==> config.mk <==
export PLATFORM = sky130hd
export DESIGN_NAME = ppf_regs
export DESIGN_NICKNAME = d
export VERILOG_FILES = /design/src/rtl/ppf_pkg.sv /design/src/rtl/ppf_regs.sv
export SDC_FILE = /design/constraint.sdc
export NUM_CORES = 1
export LEC_CHECK = 0
export BUFFER_PORTS_ARGS = -buffer_cell sky130_fd_sc_hd__buf_4
export CAP_MARGIN = 25
export CORE_MARGIN = 1
export CORE_UTILIZATION = 58
export DETAILED_ROUTE_END_ITERATION = 8
export PLACE_DENSITY = 0.86
export SYNTH_ARGS = -nofsm -noshare
export SYNTH_HDL_FRONTEND = slang
export SYNTH_SLANG_ARGS = --single-unit
==> constraint.sdc <==
create_clock -name clock -period 2.1 [get_ports clock]
set_input_delay 0.105 -clock clock [delete_from_list [all_inputs] [get_ports clock]]
set_output_delay 0.105 -clock clock [all_outputs]
set_load 0.01 [all_outputs]
==> src/rtl/ppf_pkg.sv <==
package ppf_pkg;

   // Fixed field and register widths.
   localparam int SampleW      = 32;
   localparam int CoefW        = 32;
   localparam int RegW         = 64;
   localparam int NumRegs      = 5;
   localparam int NumCoefs     = 9;
   localparam int CsrAddrW     = 6;
   localparam int RegSelLsb    = 3;
   localparam int PatchIndexW  = 8;

   // Default filter configuration.
   localparam int DefaultOrder   = 4;
   localparam int DefaultPatches = 256;

   // Arithmetic: Q16.16 samples times Q4.28 coefficients give Q20.44 products.
   localparam int ProdW     = 64;
   localparam int AccW      = 68;
   localparam int FracShift = 28;

   localparam logic [SampleW-1:0] SampleMax = {1'b0, {(SampleW-1){1'b1}}};
   localparam logic [SampleW-1:0] SampleMin = {1'b1, {(SampleW-1){1'b0}}};

   // Coefficient order: b0..b4, then a1..a4.
   localparam int FeedbackBase = 5;

   typedef logic [NumCoefs-1:0][CoefW-1:0] coef_set_type;

   typedef enum logic [2:0] {
      RegB0B1 = 3'd0,
      RegB2B3 = 3'd1,
      RegB4A1 = 3'd2,
      RegA2A3 = 3'd3,
      RegA4   = 3'd4
   } reg_index_type;

   // b0 resets to 1.0 in Q4.28; every other coefficient resets to zero.
   localparam logic [RegW-1:0] RegReset [NumRegs] = '{
      64'd268435456, 64'd0, 64'd0, 64'd0, 64'd0
   };

endpackage

==> src/rtl/ppf_regs.sv <==
module ppf_regs (
   input  logic                             clock,
   input  logic                             reset,
   input  logic                             psel,
   input  logic                             penable,
   input  logic                             pwrite,
   input  logic [ppf_pkg::CsrAddrW-1:0]     paddr,
   input  logic [ppf_pkg::RegW-1:0]         pwdata,
   output logic [ppf_pkg::RegW-1:0]         prdata,
   output ppf_pkg::coef_set_type            coefs
);

   logic [ppf_pkg::RegW-1:0] regs_ff [ppf_pkg::NumRegs];
   logic [ppf_pkg::RegW-1:0] regs_in [ppf_pkg::NumRegs];
   ppf_pkg::reg_index_type   sel;
   logic                     wr;

   assign sel = ppf_pkg::reg_index_type'(paddr[ppf_pkg::CsrAddrW-1:ppf_pkg::RegSelLsb]);
   assign wr  = psel && penable && pwrite;

   always_comb begin
      regs_in = regs_ff;
      if (wr) begin
         unique case (sel)
            ppf_pkg::RegB0B1, ppf_pkg::RegB2B3, ppf_pkg::RegB4A1, ppf_pkg::RegA2A3: begin
               regs_in[sel] = pwdata;
            end
            ppf_pkg::RegA4: begin
               regs_in[sel] = {{(ppf_pkg::RegW-ppf_pkg::CoefW){1'b0}},
                               pwdata[ppf_pkg::CoefW-1:0]};
            end
            default: begin
            end
         endcase
      end
   end

   always_comb begin
      unique case (sel)
         ppf_pkg::RegB0B1, ppf_pkg::RegB2B3, ppf_pkg::RegB4A1, ppf_pkg::RegA2A3,
         ppf_pkg::RegA4: begin
            prdata = regs_ff[sel];
         end
         default: begin
            prdata = '0;
         end
      endcase
   end

   always_ff @(posedge clock) begin
      if (reset) begin
         for (int i = 0; i < ppf_pkg::NumRegs; i++) begin
            regs_ff[i] <= ppf_pkg::RegReset[i];
         end
      end else begin
         regs_ff <= regs_in;
      end
   end

   // Two coefficients per register, the even one in the low half; the last register holds only a4.
   always_comb begin
      for (int n = 0; n < ppf_pkg::NumCoefs; n++) begin
         coefs[n] = (n % 2 == 1) ? regs_ff[n >> 1][ppf_pkg::RegW-1:ppf_pkg::CoefW]
                                 : regs_ff[n >> 1][ppf_pkg::CoefW-1:0];
      end
   end

endmodule

==> results of run 1 <==
worst max path at each step:
| stage | endpoint | cells past startpoint | from | slack, ns |
|---|---|---|---|---|
| 3_3_place_gp | coefs[160] | 5 | paddr[5] | 0.36 |
| 2_1_floorplan | prdata[16] | 5 | paddr[3] | 0.79 |
| 4_1_cts | prdata[62] | 4 | coefs[62] | 0.20 |
| 5_1_grt | prdata[62] | 4 | coefs[62] | 0.11 |
| 6_report | prdata[55] | 4 | coefs[55] | 0.19 |
| 3_5_place_dp | coefs[187] | 5 | paddr[5] | 0.29 |
per-stage QoR:
stage          power, mW  cells
2_1_floorplan       6.89   1771
3_3_place_gp        7.25   2200
3_5_place_dp        7.27   2200
4_1_cts             13.6   2324
5_1_grt             13.9   2324
6_report            13.6   2324
cells in the mapped netlist, drive strengths merged:
cell    number  area share
inv          2     0.00044
nand4        1      0.0013
or3b        18      0.0093
and4b        1     0.00059
o22ai        2     0.00074
nand4b       1      0.0014
buf        340        0.15
mux2i      318        0.19
nor2         2     0.00044
nand2       45       0.010
or2          2     0.00074
a41oi        1     0.00052
clkbuf      81       0.018
nor3         1     0.00059
a21oi       17      0.0050
o221ai      62       0.032
o221a       17       0.011
nor2b       64       0.024
nand3b       2     0.00089
dfxtp      320        0.38
nand2b     307        0.11
o21a         2     0.00089
or3          1     0.00037
nand3        1     0.00030
o21ai      130       0.038
and2        32       0.012
nor3b        1     0.00074
logic make-up (layout without fill, tap and decap cells):
family,count (synthesis),in the layout
AOI/OAI and AO/OA,231,231
buffers and inverters,423,592
DFF,320,320
muxes,318,318
and+or+nand+nor,479,479
routing by layer:
| metal | vias up | global-route usage |
|---|---|---|
| li1 | 6007 | - |
| met1 | 6434 | 0.374 |
| met2 | 647 | 0.536 |
| met3 | 155 | 0.0706 |
| met4 | 0 | 0.143 |
| met5 | - | 0 |
report_power, final:
group / internal (mW) / switching [mW] / leakage, nW
logic: 0.516 / 0.594 / 6.25
clock network: 3.85 / 2.44 / 0.584
registers: 6.11 / 0.0357 / 2.58
total: 10.5 / 3.07 / 9.41
what timing repair did:
| item | 4_1_cts | 5_1_grt |
|---|---|---|
| setup buffers | 0 | 0 |
| hold buffers | 64 | 0 |
| setup endpoints to repair | 0 | 0 |
| endpoints found under the hold margin | 236 | 0 |
worst max-delay path: cells and delay by family, from the launching register on:
kind	cells	cell delay [ns]
buffers and inverters	1	0.12
DFF	1	0.38
and+or+nand+nor	1	0.45
AOI/OAI and AO/OA	2	0.34
final cells by class:
| class | count | area (µm²) | share of cell area |
|---|---|---|---|
| Multi-Input combinational cell | 1028 | 7700 | 0.385 |
| Sequential cell | 320 | 6410 | 0.320 |
| Timing Repair Buffer | 530 | 4250 | 0.212 |
| Clock buffer | 52 | 1060 | 0.0531 |
| Tap cell | 384 | 480 | 0.0240 |
| Clock inverter | 8 | 115 | 0.00575 |
| Inverter | 2 | 7.51 | 0.000375 |
==> key figures, run 1 <==
Run status
  • Status: finished, final reports clean

Die
  • Starting Density: 0.589
  • Die ar.: about 30000 µm²
  • Die X: ~170 µm
  • Io pins: between 400 and 500
  • Chip height: between 150 and 200 µm
  • Cell row count: 62
  • Core Box Area: 28700 µm²

Power
  • P per Cell Area: 677 nW/µm²
  • Peak supply drop: ~0.0006 V
  • P_leak: ~9.4 nW

Route
  • Met2 wire length: 23.4 mm
  • Via density: between 5 and 6
  • Highest routed metal layer: met4
  • Antenna viol nets, final: 0
  • WL final: roughly 48 mm
  • Routed met1 length: 18.8 mm
  • Via count: between 10000 and 15000
  • DRC viols: 0
  • DR pass1 iterations: 5
  • Met3 wire len: around 3.9 mm
  • Initial DRC count: around 980
  • Mean routed wirelength per cell: between 20 and 25 µm

Synth
  • Syn nets: around 1800
  • Post-synthesis mux area share: 0.188
  • Mapped Area: 16900 µm²
  • Avg Cell Area, Syn: between 9 and 10 µm²
  • Post-synthesis cell count: 1771
  • Synth Area in Simple Gates: 0.176
  • Post-synthesis xor/xnor area fraction: 0
  • Netlist cell types: 34
  • Largest family of logic cells by synthesized area: multiplexers
  • Yosys warns: 0
  • Yosys reg bits: 320
  • Post-synthesis sequential area ratio: 0.379
  • Post-Synth Adder-Cell Area: 0
  • Post-synthesis compound-gate area fraction: 0.0891

Clocking
  • Total CTS buffers: 34
  • Clock transition at the registers of the reported paths: 0.06 ns
  • Post-CTS sizing: 0
  • CTS tree: built
  • Longest Clk Path Bufs: 3
  • Clock Sinks: 320
  • Clock Latency Late Sink: about 0.51 ns
  • Htree depth: 2
  • CTS root buffer: clkbuf_16

Placement
  • Placement Setup Slack: approximately 0.29 ns
  • Port Buffer Count: approximately 420
  • Area after DPL: between 15000 and 20000 µm²
  • RD Place Congestion: around 0.84
  • Final HPWL DP: a little over 30 mm

STA
  • Fin worst setup slack: ~0.19 ns
  • Slew @ Worst Pin: 0.940 ns
  • Unrepaired setup endpoints after global routing: false
  • Finish-stage setup viols: 0
  • Max_slew headroom: 0.374
  • Period utilization: 0.908
  • Clock period minus worst slack: between 1.5 and 2 ns
  • Setup TNS Final: 0 ns
  • Final slew viol count: 0
  • Final Hold Vio Count: 0
  • Skew final: 0 ns
  • Hold Worst Slack: 0.0195 ns
  • FMAX: ~0.52 GHz

Layout
  • Most frequent cells in the layout: buf_4, dfxtp_1, mux2i_1
  • Antenna cells: 0
  • Design Area, Final: ~20000 µm²
  • Fill count: 2066
  • Final Core Density: 0.697
  • Ratio of cells with drive above 1 in the final layout: 0.289
  • Synthesis-to-layout area growth: 18.4%
  • Nets: about 2000
  • Commonest non-fill, non-tap cell in the layout: buf_4

Critical path
  • Critical Path End Type: output pin
  • Critical path required time: roughly 2.0 ns
  • R2R Setup Slk: a little over 0.9 ns
  • Crit path kind: flip-flop to output pin
  • CP max stage delay: about 0.45 ns
  • Critical path data arrival time: between 1.5 and 2 ns
  • Crit path max fanout: 3
  • Crit-path cells: or3b_2 -> o221ai_1 -> o221a_1 -> buf_4
  • Crit-path slowest cell: or3b_2
  • CP Launch Type: flip-flop
  • Worst reg-to-reg path cell count: 3

GRT
  • Largest net degree at the start of global routing: slightly above 80
  • Total global routing overflow: 0
  • Vias in the first global route: roughly 13000
  • Total Routing Usage GR: 0.313
  • Initial antenna violation count: 0
  • First-pass GRT wire length: around 75 mm

Min path
  • Hold path cells: 3
  • Hold WC Path Type: input pin to flip-flop
  • Hold wc startpoint: pwdata[26]

Flow run
  • Max-Cap Viols: 0
No activity file was read; power rests on OpenSTA's default activity.
==> run 2: changes to the inputs <==
Settings changed: CELL_PAD_IN_SITES_DETAIL_PLACEMENT set to 1, CELL_PAD_IN_SITES_GLOBAL_PLACEMENT set to 2, CORE_UTILIZATION 58 to 35, PLACE_DENSITY 0.86 to not set, PLACE_DENSITY_LB_ADDON set to 0.1.
==> run 2 against run 1 <==
Against the previous run: cell area rose by 2.5%; worst setup slack got worse by 0.070 ns; via count fell by 3.7%; wire length rose by 18%; sequential share of layout area fell by 0.77 points; sequential cell count did not move; critical path depth did not move; first-iteration DRC count fell by 34%; largest cell class unchanged.
==> key figures, run 2 (same netlist as run 1, synthesis figures left out) <==
STA
  • Final Hold Vio Count: 0 (unchanged)
  • Period utilization: 0.941 (was 0.908)
  • Slew @ Worst Pin: 0.510 ns (was 0.940 ns)
  • Unrepaired setup endpoints after global routing: false (unchanged)
  • Setup TNS Final: 0 ns (unchanged)
  • Final slew viol count: 0 (unchanged)
  • Skew final: 0 ns (unchanged)
  • Clock period minus worst slack: 1.98 ns (was 1.91 ns)
  • Fin worst setup slack: 0.124 ns (was 0.194 ns)
  • FMAX: 0.506 GHz (was 0.525 GHz)
  • Finish-stage setup viols: 0 (unchanged)
  • Max_slew headroom: 0.660 (was 0.374)
  • Hold Worst Slack: 0.0475 ns (was 0.0195 ns)

Die
  • Chip height: 222 µm (was 173 µm)
  • Starting Density: 0.355 (was 0.589)
  • Io pins: 427 (unchanged)
  • Cell row count: 80 (was 62)
  • Die ar.: 49200 µm² (was 29800 µm²)
  • Die X: 222 µm (was 173 µm)
  • Core Box Area: 47600 µm² (was 28700 µm²)

Route
  • WL final: 56.9 mm (was 48.2 mm)
  • Antenna viol nets, final: 0 (unchanged)
  • Initial DRC count: 654 (was 984)
  • DRC viols: 0 (unchanged)
  • Mean routed wirelength per cell: 22.2 µm (was 20.7 µm)
  • Via count: 12800 (was 13200)
  • Via density: 4.97 (was 5.70)
  • DR pass1 iterations: 5 (unchanged)

Placement
  • DP Cell Count: 2432 (was 2200)
  • Area after DPL: 18600 µm² (was 18200 µm²)
  • Placement Setup Slack: 0.334 ns (was 0.285 ns)
  • Port Buffer Count: 423 (unchanged)
  • Final HPWL DP: 37.4 mm (was 30.9 mm)
  • RD Place Congestion: 0.760 (was 0.836)

Layout
  • Most frequent cells in the layout: buf_4, dfxtp_1, mux2i_1 (unchanged)
  • Final Core Density: 0.430 (was 0.697)
  • Nets: 1998 (was 1991)
  • Synthesis-to-layout area growth: 21.3% (was 18.4%)
  • Antenna cells: 0 (unchanged)
  • Fin cells: 2565 (was 2324)
  • Design Area, Final: 20500 µm² (was 20000 µm²)
  • Ratio of cells with drive above 1 in the final layout: 0.289 (about the same)
  • Commonest non-fill, non-tap cell in the layout: buf_4 (unchanged)

Critical path
  • CP top delay family: simple AND/OR/NAND/NOR gates (unchanged)
  • R2R Setup Slk: 1.30 ns (was 0.93 ns)
  • Crit-path cells: or3b_2 -> o221ai_1 -> o221a_1 -> buf_4 (unchanged)
  • Critical Path End Type: output pin (unchanged)
  • Crit path kind: flip-flop to output pin (unchanged)
  • Worst reg-to-reg path cell count: 3 (unchanged)
  • Critical path required time: 2.00 ns (about the same)
  • WP depth: 4 (unchanged)
  • Critical path data arrival time: 1.87 ns (was 1.80 ns)
  • Crit path max fanout: 3 (unchanged)
  • CP Launch Type: flip-flop (unchanged)
  • CP max stage delay: 0.45 ns (about the same)
  • Crit path buf inv count: 1 (unchanged)
  • Crit-path slowest cell: or3b_2 (unchanged)
  • CP startpoint: coefs[62] (was coefs[55])
  • Worst setup path endpoint: prdata[62] (was prdata[55])

Clocking
  • Total CTS buffers: 40 (was 34)
  • CTS tree: built (unchanged)
  • Clock Sinks: 320 (unchanged)
  • Clock transition at the registers of the reported paths: 0.06 ns (about the same)
  • Htree depth: 2 (unchanged)
  • CTS root buffer: clkbuf_16 (unchanged)
  • Clock Latency Late Sink: 0.55 ns (was 0.51 ns)
  • Post-CTS sizing: 0 (unchanged)
  • # Post-CTS Setup Buffers: 0 (unchanged)
  • Longest Clk Path Bufs: 3 (unchanged)

GRT
  • Total global routing overflow: 0 (unchanged)
  • Initial antenna violation count: 2 (was 0)
  • Total Routing Usage GR: 0.226 (was 0.313)
  • First-pass GRT wire length: 85.1 mm (was 75.0 mm)
  • Largest net degree at the start of global routing: 65 (was 82)
  • Vias in the first global route: 13200 (was 13400)

Run status
  • Status: finished, final reports clean (unchanged)

Power
  • P_leak: 9.50 nW (was 9.41 nW)
  • P per Cell Area: 686 nW/µm² (was 677 nW/µm²)
  • Total power: 14.1 mW (was 13.6 mW)
  • Peak supply drop: 0.000444 V (was 0.000611 V)

Min path
  • Hold WC Path Type: input pin to flip-flop (unchanged)

Flow run
  • Max-Cap Viols: 0 (unchanged)
[run 2: where the power goes]
part           switching, mW  internal [mW]  leakage (nW)
Combinational          0.625          0.528          6.29
Clock                   2.69           4.08         0.626
Sequential            0.0354           6.11          2.58
[run 2: layout make-up]
class                   instances  area [µm²]
fillers                      5326       27100
multi-input cells            1028        7700
inverters                       2        7.51
repair buffers                531        4360
clock inverters                 4        45.0
flip-flops and latches        320        6410
well taps                     615         769
clock buffers                  65        1230
[run 2: worst min-delay path, cell delays in order]
cell     delay (ns)
buf_4          0.13
a41oi_2        0.14
and2_1         0.18
[run 2: timing repair]
| action | in CTS | in global routing |
|---|---|---|
| hold buffers | 64 | 0 |
| hold endpoints to repair | 288 | 0 |
| endpoints found under the setup margin | 0 | 0 |
[run 2: how the worst min path moves through the flow]
stage / cells past startpoint / end / slack (ns) / start
floorplan: 2 / flip-flop / 0.27 / pwdata[28]
global placement: 3 / flip-flop / 0.38 / pwdata[28]
detailed placement: 3 / flip-flop / 0.39 / pwdata[28]
CTS: 3 / regs_ff[60] / 0.02 / penable
global route: 3 / regs_ff[60] / 0.06 / penable
finish: 3 / regs_ff[61] / 0.05 / penable
[run 2: metal layers]
metal	routed length, µm	global-route usage	up-vias
li1	-	-	6002
met1	26100	0.294	6376
met2	26800	0.377	296
met3	2920	0.0506	78
met4	1100	0.0560	4
met5	23	0	-
==> run 3: changes to the inputs <==
Settings changed: CORE_UTILIZATION 35 to 33, SETUP_SLACK_MARGIN set to 0.15.
Clock period 2.1 ns to 2.2 ns, I/O delays scaled along.
==> run 3 against run 2 <==
Against the previous run: first-iteration DRC count down 21%; sequential power is 4.6% lower; global-route usage is 0.79 points lower; cell area rose by 0.54%; worst hold slack gained 0.0019 ns; combinational power shrank 3%; die area rose by 6.0%; core utilization is 2.1 points lower; worst setup slack better by 0.11 ns; count of clock-buffer cells in the layout decreased by 4; power shrank 3.3%; critical endpoint is now prdata[58].
==> key figures, run 3 (same netlist as run 1, synthesis figures left out) <==
Clocking
  • Clock Latency Late Sink: 0.55 ns (about the same)
  • Total CTS buffers: 40 (unchanged)
  • CTS tree: built (unchanged)
  • Htree depth: 2 (unchanged)
  • # Post-CTS Setup Buffers: 0 (unchanged)
  • Clock transition at the registers of the reported paths: 0.05 ns (was 0.06 ns)
  • CTS root buffer: clkbuf_16 (unchanged)
  • Longest Clk Path Bufs: 3 (unchanged)
  • Clock Sinks: 320 (unchanged)

Layout
  • Synthesis-to-layout area growth: 22.0% (was 21.3%)
  • Commonest non-fill, non-tap cell in the layout: buf_4 (unchanged)
  • Most frequent cells in the layout: buf_4, dfxtp_1, mux2i_1 (unchanged)
  • Nets: 1995 (was 1998)
  • Ratio of cells with drive above 1 in the final layout: 0.289 (about the same)
  • Design Area, Final: 20600 µm² (was 20500 µm²)
  • Fin cells: 2622 (was 2565)

Die
  • Die X: 228 µm (was 222 µm)
  • Die ar.: 52100 µm² (was 49200 µm²)
  • Core Box Area: 50400 µm² (was 47600 µm²)
  • Cell row count: 82 (was 80)
  • Chip height: 228 µm (was 222 µm)
  • Io pins: 427 (unchanged)
  • Starting Density: 0.336 (was 0.355)

Route
  • WL final: 57.9 mm (was 56.9 mm)
  • Antenna viol nets, final: 0 (unchanged)
  • Via density: 4.85 (was 4.97)
  • Via count: 12700 (was 12800)
  • DRC viols: 0 (unchanged)
  • Mean routed wirelength per cell: 22.1 µm (was 22.2 µm)
  • DR pass1 iterations: 4 (was 5)
  • Initial DRC count: 519 (was 654)

Critical path
  • Critical path required time: 2.09 ns (was 2.00 ns)
  • Critical Path End Type: output pin (unchanged)
  • Crit-path slowest cell: or3b_2 (unchanged)
  • Crit path kind: flip-flop to output pin (unchanged)
  • CP top delay family: simple AND/OR/NAND/NOR gates (unchanged)
  • CP Launch Type: flip-flop (unchanged)
  • Crit path max fanout: 3 (unchanged)
  • Crit-path cells: or3b_2 -> o221ai_1 -> o221a_1 -> buf_4 (unchanged)
  • Critical path data arrival time: 1.86 ns (was 1.87 ns)
  • CP max stage delay: 0.45 ns (about the same)
  • Crit path buf inv count: 1 (unchanged)

STA
  • Max_slew headroom: 0.417 (was 0.660)
  • FMAX: 0.508 GHz
  • Final slew viol count: 0 (unchanged)
  • Unrepaired setup endpoints after global routing: false (unchanged)
  • Setup TNS Final: 0 ns (unchanged)
  • Final Hold Vio Count: 0 (unchanged)
  • Clock period minus worst slack: approximately 2 ns
  • Skew final: 0 ns (unchanged)
  • Period utilization: 0.895
  • Slew @ Worst Pin: 0.875 ns (was 0.510 ns)
  • Finish-stage setup viols: 0 (unchanged)

Run status
  • Status: finished, final reports clean (unchanged)

Placement
  • Port Buffer Count: 423 (unchanged)
  • Area after DPL: 18700 µm² (was 18600 µm²)
  • Final HPWL DP: 37.9 mm (was 37.4 mm)
  • DP Cell Count: 2486 (was 2432)
  • RD Place Congestion: 0.784 (was 0.760)

GRT
  • Largest net degree at the start of global routing: 81 (was 65)
  • GR Util met2: 0.362 (was 0.377)
  • Total Routing Usage GR: 0.218 (was 0.226)
  • First-pass GRT wire length: 87.2 mm (was 85.1 mm)
  • Met1 Use GR: 0.281 (was 0.294)
  • Total global routing overflow: 0 (unchanged)
  • Initial antenna violation count: 1 (was 2)
  • Met3 usage: 0.0450 (was 0.0506)
  • Vias in the first global route: 13300 (was 13200)
  • GRT Max-Usage Layer: met2 (unchanged)

Min path
  • Hold WC Path Type: input pin to flip-flop (unchanged)

Power
  • P per Cell Area: 660 nW/µm² (was 686 nW/µm²)
  • Peak supply drop: 0.000435 V (was 0.000444 V)
  • P_leak: 9.51 nW (was 9.50 nW)
  • Total power: 13.6 mW (was 14.1 mW)

Flow run
  • Max-Cap Viols: 0 (unchanged)
[run 3: cell types whose count changed in the layout (fill, tap and decap cells not counted)]
cell	change
buf_4	-5
clkinv_2	+2
dfxtp_2	+1
bufinv_16	+2
buf_12	+2
inv_6	+2
diode_2	+1
clkbuf_8	-4
dfxtp_1	-1
[run 3: path summary, 6_finish.rpt]
| kind | cells after the start | to | startpoint | slack [ns] |
|---|---|---|---|---|
| max | 4 | prdata[58] | coefs[58] | 0.23 |
| min | 3 | regs_ff[60] | penable | 0.05 |
| max reg2reg | 3 | flip-flop | flip-flop | 1.36 |
| min reg2reg | 1 | regs_ff[56] | regs_ff[56] | 0.46 |
[run 3: through the flow]
step | setup slack, ns | util | hold WS (ns)
6_report | 0.232 | 0.409 | 0.0494
5_1_grt | 0.160 | 0.409 | 0.0476
4_1_cts | 0.171 | 0.409 | 0.0152
3_5_place_dp | 0.327 | 0.371 | 0.384
3_3_place_gp | 0.389 | 0.371 | 0.378
2_1_floorplan | 0.882 | - | 0.277
[run 3: where the power goes]
group          internal (mW)  switching (mW)  total, mW  leakage, nW
Clock                   4.02            2.61       6.63        0.642
Sequential              5.84          0.0338       5.87         2.58
Combinational          0.504           0.604       1.11         6.29
[run 3: cell type report]
type / instances / area, µm²
flip-flops and latches: 320 / 6410
diodes: 1 / 2.50
inverters: 2 / 7.51
clock inverters: 10 / 133
clock buffers: 61 / 1170
fillers: 5666 / 29800
repair buffers: 528 / 4360
multi-input cells: 1028 / 7700
well taps: 672 / 841
[run 3: routing by layer]
layer / share of wire / up-vias
li1: - / 6015
met3: 0.049 / 83
met1: 0.45 / 6330
met5: 0 / -
met2: 0.47 / 297
met4: 0.028 / 0
[run 3: what timing repair did]
item / CTS / global route
endpoints found under the setup margin: 0 / 1
resized for setup: 0 / 1
hold endpoints to repair: 288 / 0
hold buffers: 64 / 0
[run 3: worst min-delay path, stage by stage]
cell and delay, ns:
buf_4 0.13, a41oi_2 0.14, and2_1 0.17
